$ cat config.mk
export PLATFORM = sky130hd
export DESIGN_NAME = swm_out_fifo
export DESIGN_NICKNAME = d
export VERILOG_FILES = /design/src/hw/rtl/swm_pkg.sv /design/src/hw/rtl/swm_out_fifo.sv
export SDC_FILE = /design/constraint.sdc
export NUM_CORES = 1
export LEC_CHECK = 0
export ABC_CLOCK_PERIOD_IN_PS = 4500
export BUFFER_PORTS_ARGS = -buffer_cell sky130_fd_sc_hd__buf_2
export CORE_AREA = 5 5 88 90
export CTS_CLUSTER_DIAMETER = 100
export DETAILED_ROUTE_END_ITERATION = 8
export DIE_AREA = 0 0 93 95
export MAX_ROUTING_LAYER = met4
export PLACE_DENSITY_LB_ADDON = 0.2
export SKIP_LAST_GASP = 1
export SYNTH_ARGS = -nofsm -noshare
export SYNTH_HDL_FRONTEND = slang
export SYNTH_SLANG_ARGS = --single-unit
$ cat constraint.sdc
create_clock -name clk -period 4.5 [get_ports clk]
set_input_delay 0.45 -clock clk [delete_from_list [all_inputs] [get_ports clk]]
set_output_delay 0.45 -clock clk [all_outputs]
set_load 0.01 [all_outputs]
$ cat src/hw/rtl/swm_pkg.sv
// Shared widths, defaults and cell control type for the sliding window maximum.
package swm_pkg;

  localparam int DATA_W         = 32;
  localparam int CFG_W          = 7;
  localparam int WIN_W          = 11;
  localparam int MAX_WINDOW_DEF = 64;

  typedef logic signed [DATA_W-1:0] sample_t;

  typedef struct packed {
    logic             advance;
    logic [WIN_W-1:0] win;
  } cell_ctrl_t;

endpackage

$ cat src/hw/rtl/swm_out_fifo.sv
// Two-entry output queue that decouples the result side from the cell row.
module swm_out_fifo (
  input  logic             clk,
  input  logic             rst,
  input  logic             push,
  input  swm_pkg::sample_t push_data,
  input  logic             pop,
  output logic             valid,
  output logic             full,
  output swm_pkg::sample_t data
);

  logic [1:0]       count;
  logic [1:0]       count_next;
  swm_pkg::sample_t slot0;
  swm_pkg::sample_t slot1;

  assign valid = (count != 2'd0);
  assign full  = (count == 2'd2);
  assign data  = slot0;

  always_comb begin
    count_next = count;
    if (push && !pop) begin
      count_next = count + 2'd1;
    end else if (pop && !push) begin
      count_next = count - 2'd1;
    end
  end

  always_ff @(posedge clk) begin
    if (rst) begin
      count <= 2'd0;
    end else begin
      count <= count_next;
    end
  end

  always_ff @(posedge clk) begin
    if (pop) begin
      // Advance the queue; a new word lands in the head when it empties.
      if (count == 2'd2) begin
        slot0 <= slot1;
      end else if (push) begin
        slot0 <= push_data;
      end
    end else if (push) begin
      if (count == 2'd0) begin
        slot0 <= push_data;
      end else begin
        slot1 <= push_data;
      end
    end
  end

endmodule

; Word-level counts from Yosys, hierarchy flattened
; Cells that the tools add are included.
[word_totals]
ff_bits = 66
inputBits = 36
word_cells = 27
[classes]
add_sub_neg = 2
eq_ne = 1
mux = 7
n_bitwise = 2
reduce_logical = 12
[op_table]
columns = op, n
row1 = $mux W32, 5
row2 = $reduce_bool A2 Y1, 5
row3 = $reduce_and A3 Y1, 2
row4 = $mux W2, 2
row5 = $add A2 B1 Y2 const B, 1
row6 = $eq A2 B2 Y1 const B, 1
row7 = $logic_and A1 B1 Y1, 2
row8 = $logic_not A1 Y1, 2
row9 = $logic_not A2 Y1, 1
row10 = $not A1 Y1, 2
row11 = $sub A2 B1 Y2 const B, 1

; Depth between registers and ports, before layout
[logic_depth]
depth_word = 4
depth_mapped = 5
ltp_nobuf = 5

; Least setup slack after synthesis
; No wires, ideal clock.
[synth_path]
path_type = input-to-reg
from = input port pop
to = register slot0[0], in the netlist data[0] (enable)
setup_ns = 0.421
t_arrival_ns = 2.031
t_required_ns = 4.079
path_slack_ns = 2.047
path_stages = 3
path_cell_list = inv_1 -> ha_1 -> nor2_1
[synth_between]
elab_chain_len = 2
[synth_lines]
columns = element, line_no
row1 = "start, declared", swm_out_fifo.sv:7  ; input logic pop,
row2 = $reduce_bool A2 Y1 (no source line), --
row3 = $reduce_and A3 Y1 (no source line) (*), --
row4 = "end signal, assigned", swm_out_fifo.sv:43  ; slot0 <= slot1;
row5 = "end signal, assigned", swm_out_fifo.sv:45  ; slot0 <= push_data;
row6 = "end signal, assigned", swm_out_fifo.sv:49  ; slot0 <= push_data;
row7 = "end, declared", swm_out_fifo.sv:15  ; swm_pkg::sample_t slot0;
; Mark *: on every way between the ends. The rest lies on a longest branch, timed or not.
; A chain may end at the register's enable or synchronous reset.

; Final worst setup path
[layout_path]
from = register count[1]
to = register slot0[26], in the netlist data[26] (enable)
[layout_between]
elab_chain_len = 3
[layout_lines]
columns = element, line_no
row1 = "start, declared", swm_out_fifo.sv:13  ; logic [1:0] count;
row2 = "start signal, assigned", swm_out_fifo.sv:35  ; count <= count_next;
row3 = $eq A2 B2 Y1 / $logic_not A2 Y1 (equally long branches), "swm_out_fifo.sv:42, swm_out_fifo.sv:48"
row4 = $reduce_bool A2 Y1 (no source line), --
row5 = $reduce_and A3 Y1 (no source line) (*), --
; Marked as above.

==> results.md <==
* Pwr Density at 436 nW/um2
* Post-synth top cells: edfxtp_1, mux2_4, buf_12, nor2_1
* Fin crit period at 1.78 ns
* Leak at 1.35 nW
* Period utilization at 39.6%
* Largest area contributor in the netlist: edfxtp_1
* Placed inst area at 3040 um2
* Global route overflow at 0
* Total CTS buffers at 9
* Core area at 6980 um2
* Clock Latency Late Sink at 0.33 ns
* Fmax at 562 MHz
* Gp weighted congestion at 0.624
* Critical Path Start Type: flop
* I/O Pins at 70
* Post-route DRC at 0
* # clock sinks at 66
* Synth unique cells at 18
* Crit Path Category: flop to flop
* Worst r2r src: count[1]$_SDFFE_PP0P_
* Drt wl/cell at 16.6 um
* Diodes inserted at 0
* Req. time, crit path at 4.45 ns
* R2r setup slk at 2.72 ns
* Critical Path Fanout Max at 32
* Setup TNS at 0 ns
* DRT Pass-1 Iters at 4
* Die W at 93 um
* Global Route Usage Sum at 11.6%
* Die ar. at 8840 um2
* CP arrival at 1.73 ns
* Gate Count Post-Synth at 119
* Finished Cell Area at 3210 um2
* Slew Limit Headroom at 37.1%
* Mean Syn Cell Area at 22.1 um2
* Initial antenna violation count at 0
* Largest net degree at the start of global routing at 33
* Maximum clock insertion buffer count at 2
* Net Count, Synth at 157
* Area delta synth->final at 21.9%
* DRT antenna net count at 0
* Unrepaired setup endpoints after global routing: no
* Setup violations, final at 0
* Starting Density at 37.7%
* Die H at 95 um
* Register area share after synthesis at 74.5%
* Layout fillers at 609
* Worst r2r path cells at 3
* Post-detail-place hpwl at 3.19 mm
* Final net count at 235
* Mapped Area at 2630 um2
* CTS tree: built
* Yosys synthesis warning count at 0
* Top_reg_cell synth: edfxtp_1
* Post-CTS Setup Repair Bufs at 0
* Hold crit path type: input port to flop
* Clock skew at 0.00749 ns
* Drt total wl at 4.67 mm
* Layout cell share with drive strength beyond 1 at 59.0%
* Vias/cell at 4.63
* First DRT Iteration DRCs at 43
* Post-synth EDFFs at 64
* # port buffers at 69
* Worst slew pin tran at 0.942 ns
* Vias at 1306
* Final hold vios at 0
* Synth top area share at 73.0%
* Fin. max-slew vios at 0
* Hold bufs inserted after CTS at 0
* First-pass GRT wire length at 7.27 mm
* Number of global-route vias before repair at 1413
* Yosys reg bits at 66
* Site Rows at 31
* Status: finished clean
* Most used standard cell by instance count after synthesis: edfxtp_1
* MaxCap Viol Count at 0
* Critical path origin: count[1]$_SDFFE_PP0P_
* Crit. End Element: flop
* Reg-to-Reg End: data[26]$_DFFE_PP_
* Worst IR drop on VDD at 0.155 mV
* Root Driver: clkbuf_8
* Post-CTS Resized at 0
* Area contributors post-synth: edfxtp_1, mux2_4, buf_12, dfxtp_1, ha_1
* Worst Setup EP: data[26]$_DFFE_PP_
* Htree depth at 3
* Async S/R FF share, synth at 0%
* Register clock-pin slew on the reported worst setup and hold paths at 0.07 ns
==> flip-flops by register name, indices dropped and copies added, names as in the netlist <==
name	count
data	32
slot1	32
count	2
==> worst min-delay path by stage <==
stage                         from               endpoint  slack (ns)  depth (start not counted)
2_1_floorplan                  rst  count[0]$_SDFFE_PP0P_        0.52                          1
3_3_place_gp   slot1[30]$_DFFE_PP_     data[30]$_DFFE_PP_        0.53                          1
3_5_place_dp   slot1[16]$_DFFE_PP_     data[16]$_DFFE_PP_        0.53                          1
4_1_cts              push_data[19]    slot1[19]$_DFFE_PP_        0.29                          1
5_1_grt               push_data[1]     slot1[1]$_DFFE_PP_        0.29                          1
6_report              push_data[1]     slot1[1]$_DFFE_PP_        0.31                          1
==> metrics by stage <==
step / cells / total power, mW / hold slack, ns / utilization [%] / setup slack (ns)
after floorplan: 119 / 0.898 / 0.522 / - / 2.05
after global placement: 268 / 0.959 / 0.532 / 43.5 / 2.53
after detailed placement: 268 / 0.971 / 0.534 / 43.5 / 2.43
after CTS: 282 / 1.42 / 0.293 / 46.0 / 2.68
after global routing: 282 / 1.47 / 0.287 / 46.0 / 2.56
final: 282 / 1.40 / 0.311 / 46.0 / 2.72
==> logic make-up (layout without fill, tap and decap cells) <==
kind of cell / after synthesis / after routing / synth area share (%)
flops: 66 / 66 / 74.5
buf+inv: 5 / 86 / 2.57
mux: 33 / 33 / 18.3
xor+xnor: 2 / 2 / 0.665
simple gates: 8 / 8 / 2.14
fa+ha+maj: 2 / 2 / 0.950
compound gates: 3 / 3 / 0.855
==> worst max-delay path, cell delays in order (launching register included) <==
cell and delay (ns):
dfxtp_1 0.41, mux2i_1 0.10, a2bb2oi_1 0.16, nor2_4 0.73
==> layout by cell type, fill, tap and decap left out, types with 2 or more instances in the layout <==
cell type | synthesis | final
mux2_2 | 2 | 2
clkinv_1 | 0 | 2
nor2_1 | 3 | 2
edfxtp_1 | 64 | 64
clkbuf_8 | 0 | 9
ha_1 | 2 | 2
buf_2 | 0 | 69
mux2_4 | 30 | 30
xnor2_1 | 2 | 2
dfxtp_1 | 2 | 2
inv_1 | 2 | 2
==> layout make-up <==
cell class | instances | area [um2] | share of cell area (%)
multi-input cells | 48 | 612 | 19.1
inverters | 2 | 7.51 | 0.234
clock buffers | 10 | 128 | 3.98
flip-flops and latches | 66 | 1960 | 61.1
clock inverters | 4 | 45.0 | 1.40
repair buffers | 70 | 353 | 11.0
well taps | 82 | 103 | 3.20
==> layer usage <==
metal	wire length (um)	track usage (%)	vias up
met1	1960	13.3	646
met3	243	4.30	2
met5	0	-	-
li1	-	-	617
met4	17	5.49	0
met2	2450	18.0	41
==> power by group <==
part | switching (mW) | internal [mW]
clock | 0.202 | 0.246
sequential | 0.0171 | 0.744
combinational | 0.0983 | 0.0921
total | 0.317 | 1.08
No activity file was read; power rests on OpenSTA's default activity.
