<file path="src/hw/rtl/swm_pkg.sv">
// Shared widths, defaults and cell control type for the sliding window maximum.
package swm_pkg;

  localparam int DATA_W         = 32;
  localparam int CFG_W          = 7;
  localparam int WIN_W          = 11;
  localparam int MAX_WINDOW_DEF = 64;

  typedef logic signed [DATA_W-1:0] sample_t;

  typedef struct packed {
    logic             advance;
    logic [WIN_W-1:0] win;
  } cell_ctrl_t;

endpackage

</file>
<file path="src/hw/rtl/swm_cell.sv">
// One comparator cell: holds the maximum of the last INDEX+1 samples.
module swm_cell #(
  parameter int INDEX = 0
) (
  input  logic                clk,
  input  swm_pkg::cell_ctrl_t ctrl,
  input  swm_pkg::sample_t    sample,
  input  swm_pkg::sample_t    prev_max,
  output swm_pkg::sample_t    max_q,
  output swm_pkg::sample_t    tap_max
);

  swm_pkg::sample_t max_next;
  logic             tap;

  assign max_next = (prev_max > sample) ? prev_max : sample;
  assign tap      = (ctrl.win == swm_pkg::WIN_W'(INDEX + 1));
  // Drive zero unless this cell covers the configured window.
  assign tap_max  = tap ? max_next : '0;

  always_ff @(posedge clk) begin
    if (ctrl.advance) begin
      max_q <= max_next;
    end
  end

endmodule

</file>
<file path="config.mk">
export PLATFORM = sky130hd
export DESIGN_NAME = swm_cell
export DESIGN_NICKNAME = d
export VERILOG_FILES = /design/src/hw/rtl/swm_pkg.sv /design/src/hw/rtl/swm_cell.sv
export SDC_FILE = /design/constraint.sdc
export NUM_CORES = 1
export LEC_CHECK = 0
export ABC_AREA = 1
export BUFFER_PORTS_ARGS = -buffer_cell sky130_fd_sc_hd__buf_2
export CAP_MARGIN = 20
export CELL_PAD_IN_SITES_DETAIL_PLACEMENT = 0
export CELL_PAD_IN_SITES_GLOBAL_PLACEMENT = 1
export CORE_MARGIN = 2
export CORE_UTILIZATION = 28
export CTS_CLUSTER_SIZE = 10
export DETAILED_ROUTE_END_ITERATION = 10
export PLACE_DENSITY = 0.82
export SLEW_MARGIN = 20
export SYNTH_ARGS = -nofsm -noshare
export SYNTH_HDL_FRONTEND = slang
export SYNTH_SLANG_ARGS = --single-unit
</file>
<file path="constraint.sdc">
create_clock -name clk -period 3.6 [get_ports clk]
set_clock_uncertainty 0.2 [all_clocks]
set_input_delay 1.08 -clock clk [delete_from_list [all_inputs] [get_ports clk]]
set_output_delay 1.08 -clock clk [all_outputs]
set_load 0.005 [all_outputs]
</file>
# [Yosys cells after proc, flatten, opt, wreduce, memory -nomap -nowiden]
# Index checks and enable logic that the tools add are counted.
[totals] reg_bits=32 latch_bits=0 mem_bits_rw=0 mem_bits_ro=0 inputBits=77 output_inout_bits=64 memories=0
[classes] n_addsub=0 multipliers=0 div=0 order_cmp=1 n_eq_ne=1 shift=0 n_mux=2 bitwise_logic=0 n_reduce_logical=0
[ops] op="32-bit 2-to-1 mux" n=2
[ops] op="32-bit > comparator" n=1
[ops] op="11-bit by 1-bit equality test with 1-bit output, second input constant" n=1

# [Depth between registers and ports, before layout]
# Gate-level depths: netlist (run 1).
[depth] depth_word=3 depth_mapped=19 mapped_depth_nobuf=18

# [Worst setup path before layout (run 1)]
# Ideal clock, no wire load.
[synth_path] path_kind="input to output" start="input port sample[31]" end="output port tap_max[10]" t_arrival_ns=2.524 t_required_ns=2.320 setup_slack_ns=-0.204 cell_stages=13 n_path_buf=1 cell_sequence="inv_1 ha_1 a21oi_1 o21a_1 nand2_1 a21oi_2 nand2_1 nand2_2 nand3_4 buf_6 nand2_1 nand2_1 nor2_1"
[synth_via] elab_chain_len=3
[synth_lines] item="start: declaration" line="swm_cell.sv:7" source="input swm_pkg::sample_t sample,"
[synth_lines] item="32-bit > comparator" line="swm_cell.sv:16" source="assign max_next = (prev_max > sample) ? prev_max : sample;"
[synth_lines] item="32-bit 2-to-1 mux" line="swm_cell.sv:16"
[synth_lines] item="32-bit 2-to-1 mux" line="swm_cell.sv:19" source="assign tap_max = tap ? max_next : '0;"
[synth_lines] item="end: declaration" line="swm_cell.sv:10" source="output swm_pkg::sample_t tap_max"
# Every way passes these cells.

# [Worst setup path after layout (run 1)]
[layout_path] start="input port sample[29]" end="output port tap_max[25]"
# The elaborated chain is that of the path after synthesis.

==> results.yml, run 1 <==
flow_run:
  max-cap-violations: 0
logic_synthesis:
  yosysWarnings: 0
  synth_nets: 498
  ys_seq_area_frac: 0.348
  avgSynthCellArea_um2: 7.11
  synth_seq_cells: 32
  ys_top_cells_by_area: "edfxtp_1, ha_1, inv_1, nand2_1, nand4_1"
  post-synth-top-area-fraction: 0.348
  netlist_instances: 389
  yosysTopAreaCell: "edfxtp_1"
  synth.cell_area_um2: 2770
  yosysUniqueCellTypes: 23
layout:
  top_regs: "max_q x32"
  area_delta_synth_final_pct: 92.5
  finalCoreUtilization: 0.550
  largest_register_ffs: 32
  final_cell_mix: "buf_2, buf_4, inv_1"
  top_register: "max_q"
  drive_gt1_frac: 0.657
  fin_cells: 754
  diodes: 0
  final_common_cell: "buf_2"
  final_nets: 729
die:
  start_util: 0.286
  fp-row-count: 36
  die_w_um: 103
  die-area_um2: 10700
  die_y_um: 103
  core_area_um2: 9680
  top_level_ports: 141
detailed_routing:
  drt_iter0_markers: 67
  first_pass_iters: 4
  wl_um: 9850
  wl_per_cell_um: 13.1
  num_vias: 3340
  antenna_left: 0
  drc: 0
  viasPerCell: 4.43
outcome:
  failed_checks: "negative setup slack"
  status: "finished with violations"
pwr:
  pwr-share-clk: 0.182
  internal_power_mw: 1.02
  irDropWorstVdd_uv: 139
  p_seq_frac: 0.313
  netSwitchingFraction: 0.345
  power_frac_comb: 0.505
  power_switching_uw: 538
  p_leak_nw: 2.91
  powerDensity_nw_per_um2: 293
critical_path:
  start_kind: "primary input"
  path_max_fanout: 6
  end_kind: "output port"
  required_ns: 2.32
  cp.arrival_ns: 2.91
  crit_type: "in2out"
timing:
  fin_crit_sh: 1.16
  worst_pin_slew_ns: 0.775
  fin_ws_ns: -0.589
  period_minus_slack_ns: 4.19
  max_slew_margin: 0.483
  rsz0062_at_grt: "true"
  clock.fmax_mhz: 239
  hold_viol: 0
  setup_viol: 33
  finalMaxSlewViolations: 0
placed_design:
  gp_congestion: 0.735
  dp.cells: 696
  pre_cts_ws_ns: -0.600
  dp_hpwl_um: 6850
  port_buffers: 140
global_routing:
  grt_pass1_wl_um: 14400
  grt_max_degree: 33
  antenna_found_initial: 0
  grt_pass1_vias: 3153
  gr-total-overflow: 0
  track_usage: 0.175
clock_tree:
  htreeDepth: 2
  cts.sinks: 32
  root_buffer: "clkbuf_8"
  cts.reportedPaths.clkPinSlew_ns: 0.07
  cts_tree: "yes"
  numCtsBuffers: 5
  max-clock-path-buffers: 2
min_path:
  hold_depth: 5
  hold_class: "in2reg"
## power groups by stage
| stage | Clock [mW] | Sequential (mW) | Combinational [mW] |
|---|---|---|---|
| final | 0.284 | 0.489 | 0.788 |
| after global routing | 0.307 | 0.494 | 0.865 |
| after CTS | 0.296 | 0.489 | 0.721 |
| after detailed placement | 0 | 0.497 | 0.503 |
| after global placement | 0 | 0.496 | 0.492 |
| after floorplan | 0 | 0.507 | 0.249 |
## layout make-up
cell class | instances | area, um2
multi-input cells | 237 | 2040
clock inverters | 3 | 13.8
flip-flops and latches | 32 | 961
fillers | 900 | 4360
inverters | 105 | 424
clock buffers | 5 | 68.8
repair buffers | 239 | 1650
well taps | 133 | 166
## logic make-up (layout without fill, tap and decap cells)
group                      after synthesis  count (layout)  synth area share
DFF                                     32              32             0.348
AOI/OAI and AO/OA                       19              19            0.0385
and+or+nand+nor                        186             186             0.295
buffers and inverters                  120             352             0.174
adders and majority gates               32              32             0.145
## what timing repair did
action,CTS,global route
hold buffers,0,0
endpoints found under the setup margin,32,37
pin swaps,30,27
gates cloned,2,1
hold endpoints to repair,0,0
setup buffers,66,10
resized for setup,77,99
## metrics by stage
step	area, um2	hold WS, ns	total power, mW	TNS (ns)
3_3_place_gp	4230	1.27	0.988	-17.07
3_5_place_dp	4230	1.27	1.00	-18.11
4_1_cts	5090	0.955	1.51	-17.75
2_1_floorplan	3080	0.992	0.756	-2.42
6_report	5320	0.943	1.56	-18.66
5_1_grt	5320	0.952	1.67	-22.38
## final timing paths
path,start,endpoint,slack (ns)
min,sample[21],max_q[21]$_DFFE_PP_,0.94
max,sample[29],tap_max[25],-0.59
## Yosys cell counts
| library cell | instances |
|---|---|
| a21oi_1 | 13 |
| nand3_1 | 2 |
| edfxtp_1 | 32 |
| inv_2 | 2 |
| nor2_1 | 42 |
| nand2_2 | 1 |
| nand4_1 | 34 |
| nand3_4 | 1 |
| inv_1 | 102 |
| nor4b_1 | 1 |
| clkbuf_1 | 6 |
| a21o_1 | 1 |
| a21oi_2 | 1 |
| nor3_1 | 1 |
| buf_6 | 3 |
| nor4_1 | 1 |
| nand2_1 | 102 |
| ha_1 | 32 |
| clkinv_1 | 1 |
| o21ai_0 | 2 |
| nand3_2 | 1 |
| buf_2 | 6 |
| o21a_1 | 2 |
## worst max-delay path, cell delays in order
cell and delay, ns:
buf_2 0.11, inv_2 0.09, ha_4 0.21, a21oi_1 0.13, o21a_1 0.14, nand2_1 0.08
a21oi_4 0.15, buf_6 0.12, nand3_4 0.11, nand3_4 0.19, buf_6 0.16, nand2_2 0.06
nand2_2 0.09, nor2_1 0.04, buf_2 0.14
## layer usage
| layer | routed length (um) | GRT usage |
|---|---|---|
| met1 | 4030 | 0.210 |
| met4 | 116 | 0.0455 |
| met2 | 5190 | 0.318 |
| met5 | 0 | 0 |
| met3 | 517 | 0.0323 |
No activity file was read; power rests on OpenSTA's default activity.
==> run 2: changes to the inputs <==
- CORE_ASPECT_RATIO: unset -> 1.4
- CORE_UTILIZATION: 28 -> 31
- PLACE_DENSITY: 0.82 -> 0.86
- clock period: 3.6 -> 4.91 ns (I/O delays scaled with it)
==> run 2 against run 1 <==
The run still ends with negative setup slack left. Design area down 7.4%. Worst setup slack better by 0.59 ns. Sequential power down 26%. Power down 27%. Highest routed layer unchanged.
==> results.yml, run 2 (synthesis gave the netlist of run 1 again) <==
layout:
  drive_gt1_frac: 0.594
  diodes: 0
  fin_cells: 671
  finalCoreUtilization: 0.573
  top_regs: "max_q x32"
  final_nets: 677
  final_common_cell: "buf_2"
  area_delta_synth_final_pct: 78.3
  top_register: "max_q"
  largest_register_ffs: 32
  final_cell_mix: "buf_2, inv_1, nand2_2"
global_routing:
  antenna_found_initial: 0
  grt_pass1_vias: 3179
  gr-total-overflow: 0
  grt_pass1_wl_um: 14400
  grt_max_degree: 33
  track_usage: 0.187
detailed_routing:
  wl_per_cell_um: 14.4
  viasPerCell: 4.74
  drc: 0
  wl_um: 9690
  drt_iter0_markers: 95
  num_vias: 3183
  antenna_left: 0
  first_pass_iters: 5
timing:
  setup_viol: 2
  hold_viol: 0
  period_minus_slack_ns: 4.91
  rsz0062_at_grt: "true"
  max_slew_margin: 0.476
  fin_crit_sh: 1.00
  clock.fmax_mhz: 204
  finalMaxSlewViolations: 0
  fin_ws_ns: -0.00382
  finalSetupTns_ns: -0.00534
  worst_pin_slew_ns: 0.786
clock_tree:
  cts.sinks: 32
  htreeDepth: 2
  root_buffer: "clkbuf_16"
  postCtsHoldBufs: 0
  cts_tree: "yes"
  numCtsBuffers: 5
  cts.reportedPaths.clkPinSlew_ns: 0.05
  max-clock-path-buffers: 2
die:
  top_level_ports: 141
  core_area_um2: 8610
  die_y_um: 116
  die_w_um: 83.8
  start_util: 0.321
  die-area_um2: 9700
  fp-row-count: 40
critical_path:
  path_common_cell: "nand2_1"
  path_cells: "buf_2 -> inv_2 -> ha_4 -> a21oi_2 -> o21ai_1 -> nand2_1 -> nand2_2 -> a21oi_4 -> buf_6 -> nand3_4 -> nand3_4 -> buf_6 -> nand2_1 -> nand2_1 -> nor2_1 -> buf_2"
  required_ns: 3.24
  cp.arrival_ns: 3.24
  slowest_stage: "ha_4"
  start_kind: "primary input"
  end_kind: "output port"
  crit_type: "in2out"
  cp_slowest_stage_delay_ns: 0.21
  path_max_fanout: 8
pwr:
  p_leak_nw: 2.63
  powerDensity_nw_per_um2: 232
  irDropWorstVdd_uv: 117
placed_design:
  dp_hpwl_um: 6390
  gp_congestion: 0.797
  port_buffers: 140
  dp.cells: 649
min_path:
  hold_class: "in2reg"
outcome:
  status: "finished with violations"
  failed_checks: "negative setup slack"
flow_run:
  max-cap-violations: 0
run 2: cell count changes in the layout (fill, tap and decap cells not counted), moves of 4 or more:
| cell | change |
|---|---|
| buf_6 | -5 |
| nor2_4 | +5 |
| nand2_1 | +12 |
| buf_12 | +4 |
| buf_4 | -45 |
| nor2_2 | -8 |
| nand2_4 | -14 |
| buf_2 | -6 |
| clkbuf_8 | -5 |
| clkbuf_16 | +6 |
run 2: worst max-delay path: cells and delay by family:
family / cells / cell delay (ns)
adders and majority gates: 1 / 0.21
and+or+nand+nor: 7 / 0.58
buffers and inverters: 5 / 0.62
AOI/OAI and AO/OA: 3 / 0.33
run 2: layout make-up:
type / instances / area [um2]
fill: 777 / 3680
inverter: 105 / 417
tap: 105 / 131
multi-input combinational: 237 / 1960
clock buffer: 5 / 125
sequential: 32 / 961
timing repair buffer: 187 / 1340
run 2: path summary, 6_finish.rpt:
kind	end	start	cells past startpoint
hold / removal	max_q[21]$_DFFE_PP_	sample[21]	5
setup / recovery	tap_max[3]	sample[27]	16
run 2: where the power goes:
part | internal (mW) | leakage, nW | switching (mW) | total [mW]
sequential | 0.352 | 0.314 | 0.00896 | 0.361
clock | 0.179 | 0.0616 | 0.107 | 0.286
combinational | 0.250 | 2.26 | 0.249 | 0.499
total | 0.781 | 2.63 | 0.365 | 1.15
run 2: what timing repair did:
item,CTS,global route
setup endpoints to repair,32,32
pin swaps,67,32
buffers inserted,9,3
resized for setup,108,97
gates cloned,3,2
run 2: per-stage QoR:
step | hold slack (ns) | total power, mW | instance area [um2] | worst slack, ns
after CTS | 1.36 | 1.08 | 4540 | -0.00947
after detailed placement | 1.66 | 0.696 | 3790 | -0.126
final | 1.36 | 1.15 | 4930 | -0.00382
after global placement | 1.65 | 0.685 | 3790 | -0.115
after floorplan | 1.39 | 0.534 | 2770 | 0.320
after global routing | 1.38 | 1.21 | 4930 | -0.142
run 2: metal layers:
| layer | share of wire | up-vias | routed length, um | GRT usage |
|---|---|---|---|---|
| li1 | - | 1572 | - | - |
| met1 | 0.36 | 1469 | 3490 | 0.191 |
| met2 | 0.56 | 111 | 5440 | 0.377 |
| met3 | 0.042 | 31 | 406 | 0.0271 |
| met4 | 0.037 | 0 | 358 | 0.0774 |
| met5 | 0 | - | 0 | 0 |
